$ cat config.mk
export PLATFORM = sky130hd
export DESIGN_NAME = saitlb_lookup
export DESIGN_NICKNAME = d
export VERILOG_FILES = /design/src/saitlb_pkg.sv /design/src/saitlb_lookup.sv
export SDC_FILE = /design/constraint.sdc
export NUM_CORES = 1
export LEC_CHECK = 0
export BUFFER_PORTS_ARGS = -buffer_cell sky130_fd_sc_hd__buf_2
export CELL_PAD_IN_SITES_DETAIL_PLACEMENT = 0
export CELL_PAD_IN_SITES_GLOBAL_PLACEMENT = 1
export CORE_AREA = 2 2 261 263
export DETAILED_ROUTE_END_ITERATION = 10
export DIE_AREA = 0 0 263 265
export GPL_TIMING_DRIVEN = 0
export PLACE_DENSITY_LB_ADDON = 0.12
export SLEW_MARGIN = 20
export SYNTH_ARGS = -nofsm -noshare
export SYNTH_HDL_FRONTEND = slang
export SYNTH_SLANG_ARGS = --single-unit
$ cat constraint.sdc
create_clock -name vclk -period 4.1
set_input_delay 0 -clock vclk [all_inputs]
set_output_delay 0 -clock vclk [all_outputs]
set_load 0.03 [all_outputs]
$ cat src/saitlb_pkg.sv
// ============================================================================
// saitlb_pkg
// Shared types and constants of the set-associative instruction TLB.
// ============================================================================
`default_nettype none

package saitlb_pkg;

  // request opcodes
  localparam logic [2:0] OP_TRANSLATE = 3'd0;
  localparam logic [2:0] OP_PEEK      = 3'd1;
  localparam logic [2:0] OP_WR_MATCH  = 3'd2;
  localparam logic [2:0] OP_WR_TRANS  = 3'd3;
  localparam logic [2:0] OP_RD_MATCH  = 3'd4;
  localparam logic [2:0] OP_RD_TRANS  = 3'd5;

  // result status codes
  localparam logic [1:0] ST_OK    = 2'd0;
  localparam logic [1:0] ST_MISS  = 2'd1;
  localparam logic [1:0] ST_FAULT = 2'd2;

  // configuration register indexes
  localparam logic [2:0] CFG_MMU_PRESENT = 3'd0;
  localparam logic [2:0] CFG_WAYS_IN_USE = 3'd1;
  localparam logic [2:0] CFG_SETS_LOG2   = 3'd2;
  localparam logic [2:0] CFG_PAGE_LOG2   = 3'd3;
  localparam logic [2:0] CFG_LRU_REFRESH = 3'd4;

  // match word layout
  localparam int MR_VALID_BIT = 0;
  localparam int MR_LRU_HI    = 7;
  localparam int MR_LRU_LO    = 6;

  // translate word layout
  localparam int          TR_CI_BIT   = 1;
  localparam int          TR_UXE_BIT  = 6;
  localparam int          TR_SXE_BIT  = 7;
  localparam logic [31:0] TR_PPN_MASK = 32'hFFFF_E000;

  // bypass fetches at or above this address are cache inhibited
  localparam logic [31:0] BYPASS_CI_LIMIT = 32'h8000_0000;

  typedef struct packed {
    logic       mmu_present;
    logic [2:0] ways_in_use;
    logic [2:0] sets_log2;
    logic [4:0] page_log2;
    logic [1:0] lru_refresh;
  } cfg_t;

  typedef struct packed {
    logic [2:0]  opcode;
    logic [31:0] virt_addr;
    logic        mmu_on;
    logic        supervisor;
    logic [1:0]  way_sel;
    logic [5:0]  set_sel;
    logic [31:0] write_word;
  } req_t;

  typedef struct packed {
    logic [31:0] phys_addr;
    logic [1:0]  status;
    logic        cache_inhibit;
    logic [31:0] read_word;
  } res_t;

  // row write-back enables
  typedef struct packed {
    logic match_we;
    logic trans_we;
  } wb_t;

endpackage

`default_nettype wire

$ cat src/saitlb_lookup.sv
// ============================================================================
// saitlb_lookup
// Way compare, result formation and row update for one request.
// ============================================================================
`default_nettype none

module saitlb_lookup import saitlb_pkg::*; #(
  parameter int MAX_WAYS = 4
) (
  input  wire req_t                  req,
  input  wire logic                  set_ok,
  input  wire cfg_t                  cfg,
  input  wire logic [MAX_WAYS-1:0][31:0] match_row,
  input  wire logic [MAX_WAYS-1:0][31:0] trans_row,
  output logic      [MAX_WAYS-1:0][31:0] match_row_nxt,
  output logic      [MAX_WAYS-1:0][31:0] trans_row_nxt,
  output wb_t                        wb,
  output res_t                       res
);

  localparam int WAY_W = (MAX_WAYS > 1) ? $clog2(MAX_WAYS) : 1;

  logic [2:0]          nways;
  logic [5:0]          vsh;
  logic [31:0]         vmask;
  logic [31:0]         omask;
  logic [MAX_WAYS-1:0] hit_vec;
  logic                hit;
  logic [WAY_W-1:0]    hit_way;
  logic [31:0]         tw;
  logic [31:0]         addr;
  logic                allowed;
  logic                bypass;
  logic                reg_ok;
  logic [WAY_W-1:0]    way_idx;

  assign nways  = (cfg.ways_in_use > 3'(MAX_WAYS)) ? 3'(MAX_WAYS) : cfg.ways_in_use;
  assign vsh    = {1'b0, cfg.page_log2} + {3'b000, cfg.sets_log2};
  assign vmask  = (vsh >= 6'd32) ? 32'h0 : (32'hFFFF_FFFF << vsh[4:0]);
  assign omask  = ~(32'hFFFF_FFFF << cfg.page_log2);
  assign bypass = !cfg.mmu_present || !req.mmu_on;

  always_comb begin
    for (int w = 0; w < MAX_WAYS; w++) begin
      hit_vec[w] = set_ok && (3'(w) < nways) && match_row[w][MR_VALID_BIT] &&
                   ((match_row[w] & vmask) == (req.virt_addr & vmask));
    end
  end

  // lowest matching way wins
  always_comb begin
    hit     = 1'b0;
    hit_way = '0;
    for (int w = MAX_WAYS - 1; w >= 0; w--) begin
      if (hit_vec[w]) begin
        hit     = 1'b1;
        hit_way = WAY_W'(w);
      end
    end
  end

  assign tw      = trans_row[hit_way];
  assign allowed = req.supervisor ? tw[TR_SXE_BIT] : tw[TR_UXE_BIT];
  assign addr    = (tw & TR_PPN_MASK) | (req.virt_addr & omask);
  assign reg_ok  = set_ok && ({1'b0, req.way_sel} < 3'(MAX_WAYS));
  assign way_idx = req.way_sel[WAY_W-1:0];

  always_comb begin
    logic [1:0] lru;
    lru           = 2'd0;
    res           = '0;
    wb            = '0;
    match_row_nxt = match_row;
    trans_row_nxt = trans_row;
    unique case (req.opcode) inside
      OP_TRANSLATE, OP_PEEK: begin
        if (bypass) begin
          res.phys_addr     = req.virt_addr;
          res.cache_inhibit = (req.virt_addr >= BYPASS_CI_LIMIT);
        end else if (!hit) begin
          res.status = ST_MISS;
        end else if (req.opcode == OP_TRANSLATE) begin
          // age every searched way, then refresh the hit way
          for (int w = 0; w < MAX_WAYS; w++) begin
            if (3'(w) < nways) begin
              lru = match_row[w][MR_LRU_HI:MR_LRU_LO];
              if (lru != 2'd0) begin
                match_row_nxt[w][MR_LRU_HI:MR_LRU_LO] = lru - 2'd1;
              end
            end
          end
          match_row_nxt[hit_way][MR_LRU_HI:MR_LRU_LO] =
            match_row_nxt[hit_way][MR_LRU_HI:MR_LRU_LO] | cfg.lru_refresh;
          wb.match_we       = 1'b1;
          res.phys_addr     = addr;
          res.cache_inhibit = tw[TR_CI_BIT];
          res.status        = allowed ? ST_OK : ST_FAULT;
        end else if (allowed) begin
          res.phys_addr     = addr;
          res.cache_inhibit = tw[TR_CI_BIT];
        end else begin
          res.status = ST_FAULT;
        end
      end
      OP_WR_MATCH: begin
        if (reg_ok) begin
          match_row_nxt[way_idx] = req.write_word;
          wb.match_we            = 1'b1;
        end
      end
      OP_WR_TRANS: begin
        if (reg_ok) begin
          trans_row_nxt[way_idx] = req.write_word;
          wb.trans_we            = 1'b1;
        end
      end
      OP_RD_MATCH: begin
        if (reg_ok) begin
          res.read_word = match_row[way_idx];
        end
      end
      OP_RD_TRANS: begin
        if (reg_ok) begin
          res.read_word = trans_row[way_idx];
        end
      end
      default: begin
      end
    endcase
  end

endmodule

`default_nettype wire

# Yosys cells after proc, flatten, opt, wreduce, memory -nomap -nowiden
# Index checks and enable logic that the tools add are counted.
dict set report op_classes {
  n_addsub 5
  n_mul 0
  n_div 0
  n_lt_le_gt_ge 11
  n_eq_ne 9
  shift 2
  mux 77
  bitwise 9
  n_reduce_logical 23
}
# operator n
set op_table {}
lappend op_table {{$mux 128} 6}
lappend op_table {{$bwmux 128} 3}
lappend op_table {{$mux 32} 10}
lappend op_table {{$bmux 32 s2} 4}
lappend op_table {{$pmux 128 s2} 1}
lappend op_table {{$and 32x32->32} 6}
lappend op_table {{$demux 32 s2} 2}
lappend op_table {{$eq 32x32->1} 4}
lappend op_table {{$mux 35} 2}
lappend op_table {{$pmux 32 s2} 1}
lappend op_table {{$shl 32x5->32 const A} 2}
lappend op_table {{$mux 2} 31}
lappend op_table {{$ge 32x32->1 const B} 1}
lappend op_table {{$not 32->32} 1}
lappend op_table {{$or 32x32->32} 1}
lappend op_table {{$mux 8} 2}
lappend op_table {{$logic_and 1x1->1} 14}
lappend op_table {{$mux 1} 13}
lappend op_table {{$reduce_bool 2->1} 4}
lappend op_table {{$sub 2x1->2 const B} 4}
lappend op_table {{$add 5x3->6} 1}
lappend op_table {{$eq 3x2->1 const B} 2}
lappend op_table {{$eq 3x3->1 const B} 2}
lappend op_table {{$ge 6x6->1 const B} 1}
lappend op_table {{13 further kinds} 18}
dict set report word_totals {
  regBits 0
  latchBits 0
  mem_bits_rw 0
  romBits 0
  output_inout_bits 325
  elab_cells 136
  mem_count 0
}

# Longest topological paths before layout
dict set report logic_depth {
  ltp_word 21
  ltp_mapped 19
}

# Worst setup path before layout
# OpenSTA, ideal clock, no wires.
dict set report synth_timing {
  path_kind {in2out}
  from {input cfg[2] (netlist bit)}
  to {output res[36] (netlist bit)}
  t_arrival_ns 4.382
  required_ns 4.100
  path_slack_ns -0.282
  cell_stages 16
  path_buffers 2
  cell_sequence {ha_1 -> fa_1 -> buf_4 -> xnor2_1 -> clkbuf_1 -> a211oi_1 -> nor2_1 -> or4_1 -> nor4_1 -> nand4_1 -> nor3_1 -> nor3_1 -> o31ai_1 -> mux2i_1 -> o221a_2 -> a211oi_1}
}
# item line_no
set synth_lines {}
lappend synth_lines {{start, declared} saitlb_lookup.sv:12} ;# input wire cfg_t cfg,
lappend synth_lines {{end, declared} saitlb_lookup.sv:18} ;# output res_t res

==> impl_metrics.toml <==
[logic_synthesis]
number_of_nets_produced_by_synthesis = 1646
synth_cell_types = 83
synth_cells = 1294
synth_area_leaders = "sky130_fd_sc_hd__mux2_2 (25%), sky130_fd_sc_hd__mux4_2 (15%), sky130_fd_sc_hd__nand2_1 (7.6%)"
synth.yosys.warnings = 0
netlist.top_cell.by_area = "sky130_fd_sc_hd__mux2_2"
synth_top_cell_area_share_pct = 24.8
synth_seq_area_share_pct = 0
synthesized_area_divided_by_synthesized_cell_count_um2 = 7.68
netlist_area_um2 = 9930

[die]
num_io_pins = 673
dieWidth_um = 263
die_area_um2 = 69700
floorplan.die.height_um = 265
core_um2 = 66800
initial_standard_cell_utilization_of_the_core_pct = 14.9
fp-row-count = 95

[place]
dp_hpwl_mm = 90.0
placed_cells = 2807
port_buffers = 634
placed_cell_area_um2 = 14500
gp_congestion = 0.948
place_ws_ns = -2.18

[sta]
fin_ws_ns = -0.504
fin_setup_tns_ns = -17.34
worst-slew-pin-transition_ns = 1.19
finalWorstPathRequiredPeriod_ns = 4.60
hold_violations = 0
unrepaired_setup_endpoints_after_global_routing = "yes"
max_freq_mhz = 217
setup_viol = 42
slew_headroom_pct = 20.6
finalMaxSlewViolations = 0
period_share_pct = 112

[finish]
post_route_cells_drive_above_1_share_pct = 61.5
filler_cell_count = 7543
finish.instance_area_um2 = 16800
layoutNonFillerInstCount = 2901
layout_common_cells = "sky130_fd_sc_hd__buf_2 (602), sky130_fd_sc_hd__mux2_2 (216), sky130_fd_sc_hd__nand2_1 (195), sky130_fd_sc_hd__buf_4 (79), sky130_fd_sc_hd__mux4_2 (64)"
sequential_cell_area_um2 = 0
most_common_cell_after_layout_fill_and_taps_aside = "sky130_fd_sc_hd__buf_2"
design.final.nets = 2377
area.growth.synth_to_final_pct = 69.5
multiInputGateArea_um2 = 10500
layout.clock_buffers = 0
n_sequential_cell = 0

[setup_path]
path_cells = "buf_6, ha_4, fa_2, buf_8, xor2_4, buf_12, buf_8, nor3_4, buf_6, a22oi_2, a31oi_4, nor4_4, nand4_1, or4_4, or3_1, a221o_1, and3_4, o31ai_4, buf_6, buf_12, a21oi_4, buf_6"
timing.critical_path.max_delay_family = "simple AND/OR/NAND/NOR gates"
timing.critical_path.from_type = "input pin"
critical_path_class = "input pin to output port"
worst_setup_path_end_kind = "output port"
cpPeakStageDelay_ns = 0.59
critical_path.most_common_cell = "sky130_fd_sc_hd__buf_6"
critical_path_cell_count = 22
path_buf_inv = 8
setup.worst_path.end = "res[52]"
critical_path.slowest_cell = "sky130_fd_sc_hd__or4_4"
cp_data_required_time_ns = 4.10
cp_data_arrival_time_ns = 4.60
cp-startpoint = "cfg[2]"
crit_path_max_fanout = 6

[detailed_routing]
top_layer = "met5"
detail_route.wirelength.met1_mm = 45.2
routed_wire_length_on_met3_mm = 6.66
detail_route.iter0.violations = 1157
totalWireLength_mm = 108
post_drt_wl_per_cell_um = 37.2
num_vias = 15149
route.antenna.remaining_nets = 0
met2_length_mm = 52.9
post_detailed_route_via_to_cell_ratio = 5.22
drt-pass1-iter-count = 6
drc = 0

[run_status]
status = "finished with violations"
failed_checks = "setup timing"

[pwr]
pwr_total_w = 0.00260
vdd_ir_drop_max_v = 0.0000608
power_per_cell_area_nw_per_um2 = 155
total_leakage_power_nw = 7.08

[global_routing]
grt_antenna_before_repair = 14
global_route_wire_length_before_repair_mm = 142
grt_start_max_net_pins = 11
first_global_vias = 15360
grt_overflow_total = 0
track_usage_pct = 29.4

[clocking]
cts_hold_repair.buffers = 0

[min_path]
hold_path.class = "input pin to output port"

[job]
max_cap_violations = 0
## cell families after synthesis
group,synth area share [%]
AOI/OAI and AO/OA,23.7
xor gates and xnor gates,10.5
adders and majority gates,0.579
buffers and inverters,5.96
muxes,39.6
and+or+nand+nor,19.7
## power breakdown
| part | total (W) | switching [W] | internal, W |
|---|---|---|---|
| Combinational | 0.00260 | 0.00169 | 0.000909 |
| Sequential | 0 | 0 | 0 |
| Clock | 0.00000000000953 | 0 | 0.00000000000951 |
## routing by layer
layer	vias to the layer above	track usage (%)
met5	-	0
met1	7776	37.3
met4	10	6.97
met3	122	4.15
met2	800	52.2
li1	6441	-
## worst min-delay path: cells and delay by family
| kind | cells | cell delay, ns |
|---|---|---|
| simple gates | 2 | 0.10 |
| buf+inv | 2 | 0.30 |
## final cells by class
class              instances  area share, %
repair buffers           730           25.9
inverters                 16          0.379
diodes                     5         0.0743
plain buffers            129           4.85
well taps                873           6.49
multi-input cells       1148           62.3
## synthesized netlist by cell type, drive strengths merged, types with 4 or more instances
| library cell | count |
|---|---|
| a21oi | 90 |
| nand3 | 25 |
| a22oi | 9 |
| a211oi | 13 |
| o311ai | 5 |
| a222oi | 17 |
| o221ai | 5 |
| nor4 | 17 |
| o2111ai | 5 |
| a221o | 10 |
| o21ai | 56 |
| or2 | 4 |
| or3 | 4 |
| nand2 | 202 |
| nor3b | 8 |
| or4 | 7 |
| nand2b | 14 |
| a32oi | 4 |
| nand4 | 8 |
| o31ai | 12 |
| a21o | 5 |
| and3 | 6 |
| o211ai | 9 |
| inv | 16 |
| a221oi | 8 |
| nor2b | 13 |
| mux2 | 219 |
| nor2 | 47 |
| nand3b | 6 |
| clkbuf | 87 |
| xor2 | 64 |
| and2 | 8 |
| o32a | 4 |
| xnor2 | 54 |
| mux4 | 64 |
| a22o | 35 |
| o22ai | 10 |
| a31oi | 7 |
| nor3 | 31 |
| buf | 43 |
## worst min path at each step
stage,start,endpoint,depth (start not counted)
after CTS,match_row[94],match_row_nxt[94],4
after global placement,match_row[94],match_row_nxt[94],4
after global routing,trans_row[67],trans_row_nxt[67],3
final,match_row[74],match_row_nxt[74],4
after detailed placement,match_row[94],match_row_nxt[94],4
after floorplan,req[7],match_row_nxt[103],2
## per-stage QoR
step           util [%]  hold WS, ns
6_report           25.2        0.397
5_1_grt            25.2        0.416
4_1_cts            24.6        0.391
3_5_place_dp       21.7        0.391
3_3_place_gp       21.5        0.395
2_1_floorplan         -        0.191
## what timing repair did
| item | in CTS | in global routing |
|---|---|---|
| endpoints found under the setup margin | 44 | 43 |
| buffers inserted | 64 | 27 |
| gates cloned | 4 | 0 |
| resized for setup | 317 | 52 |
| pin swaps | 70 | 45 |
Power figures use the tool's default switching activity.
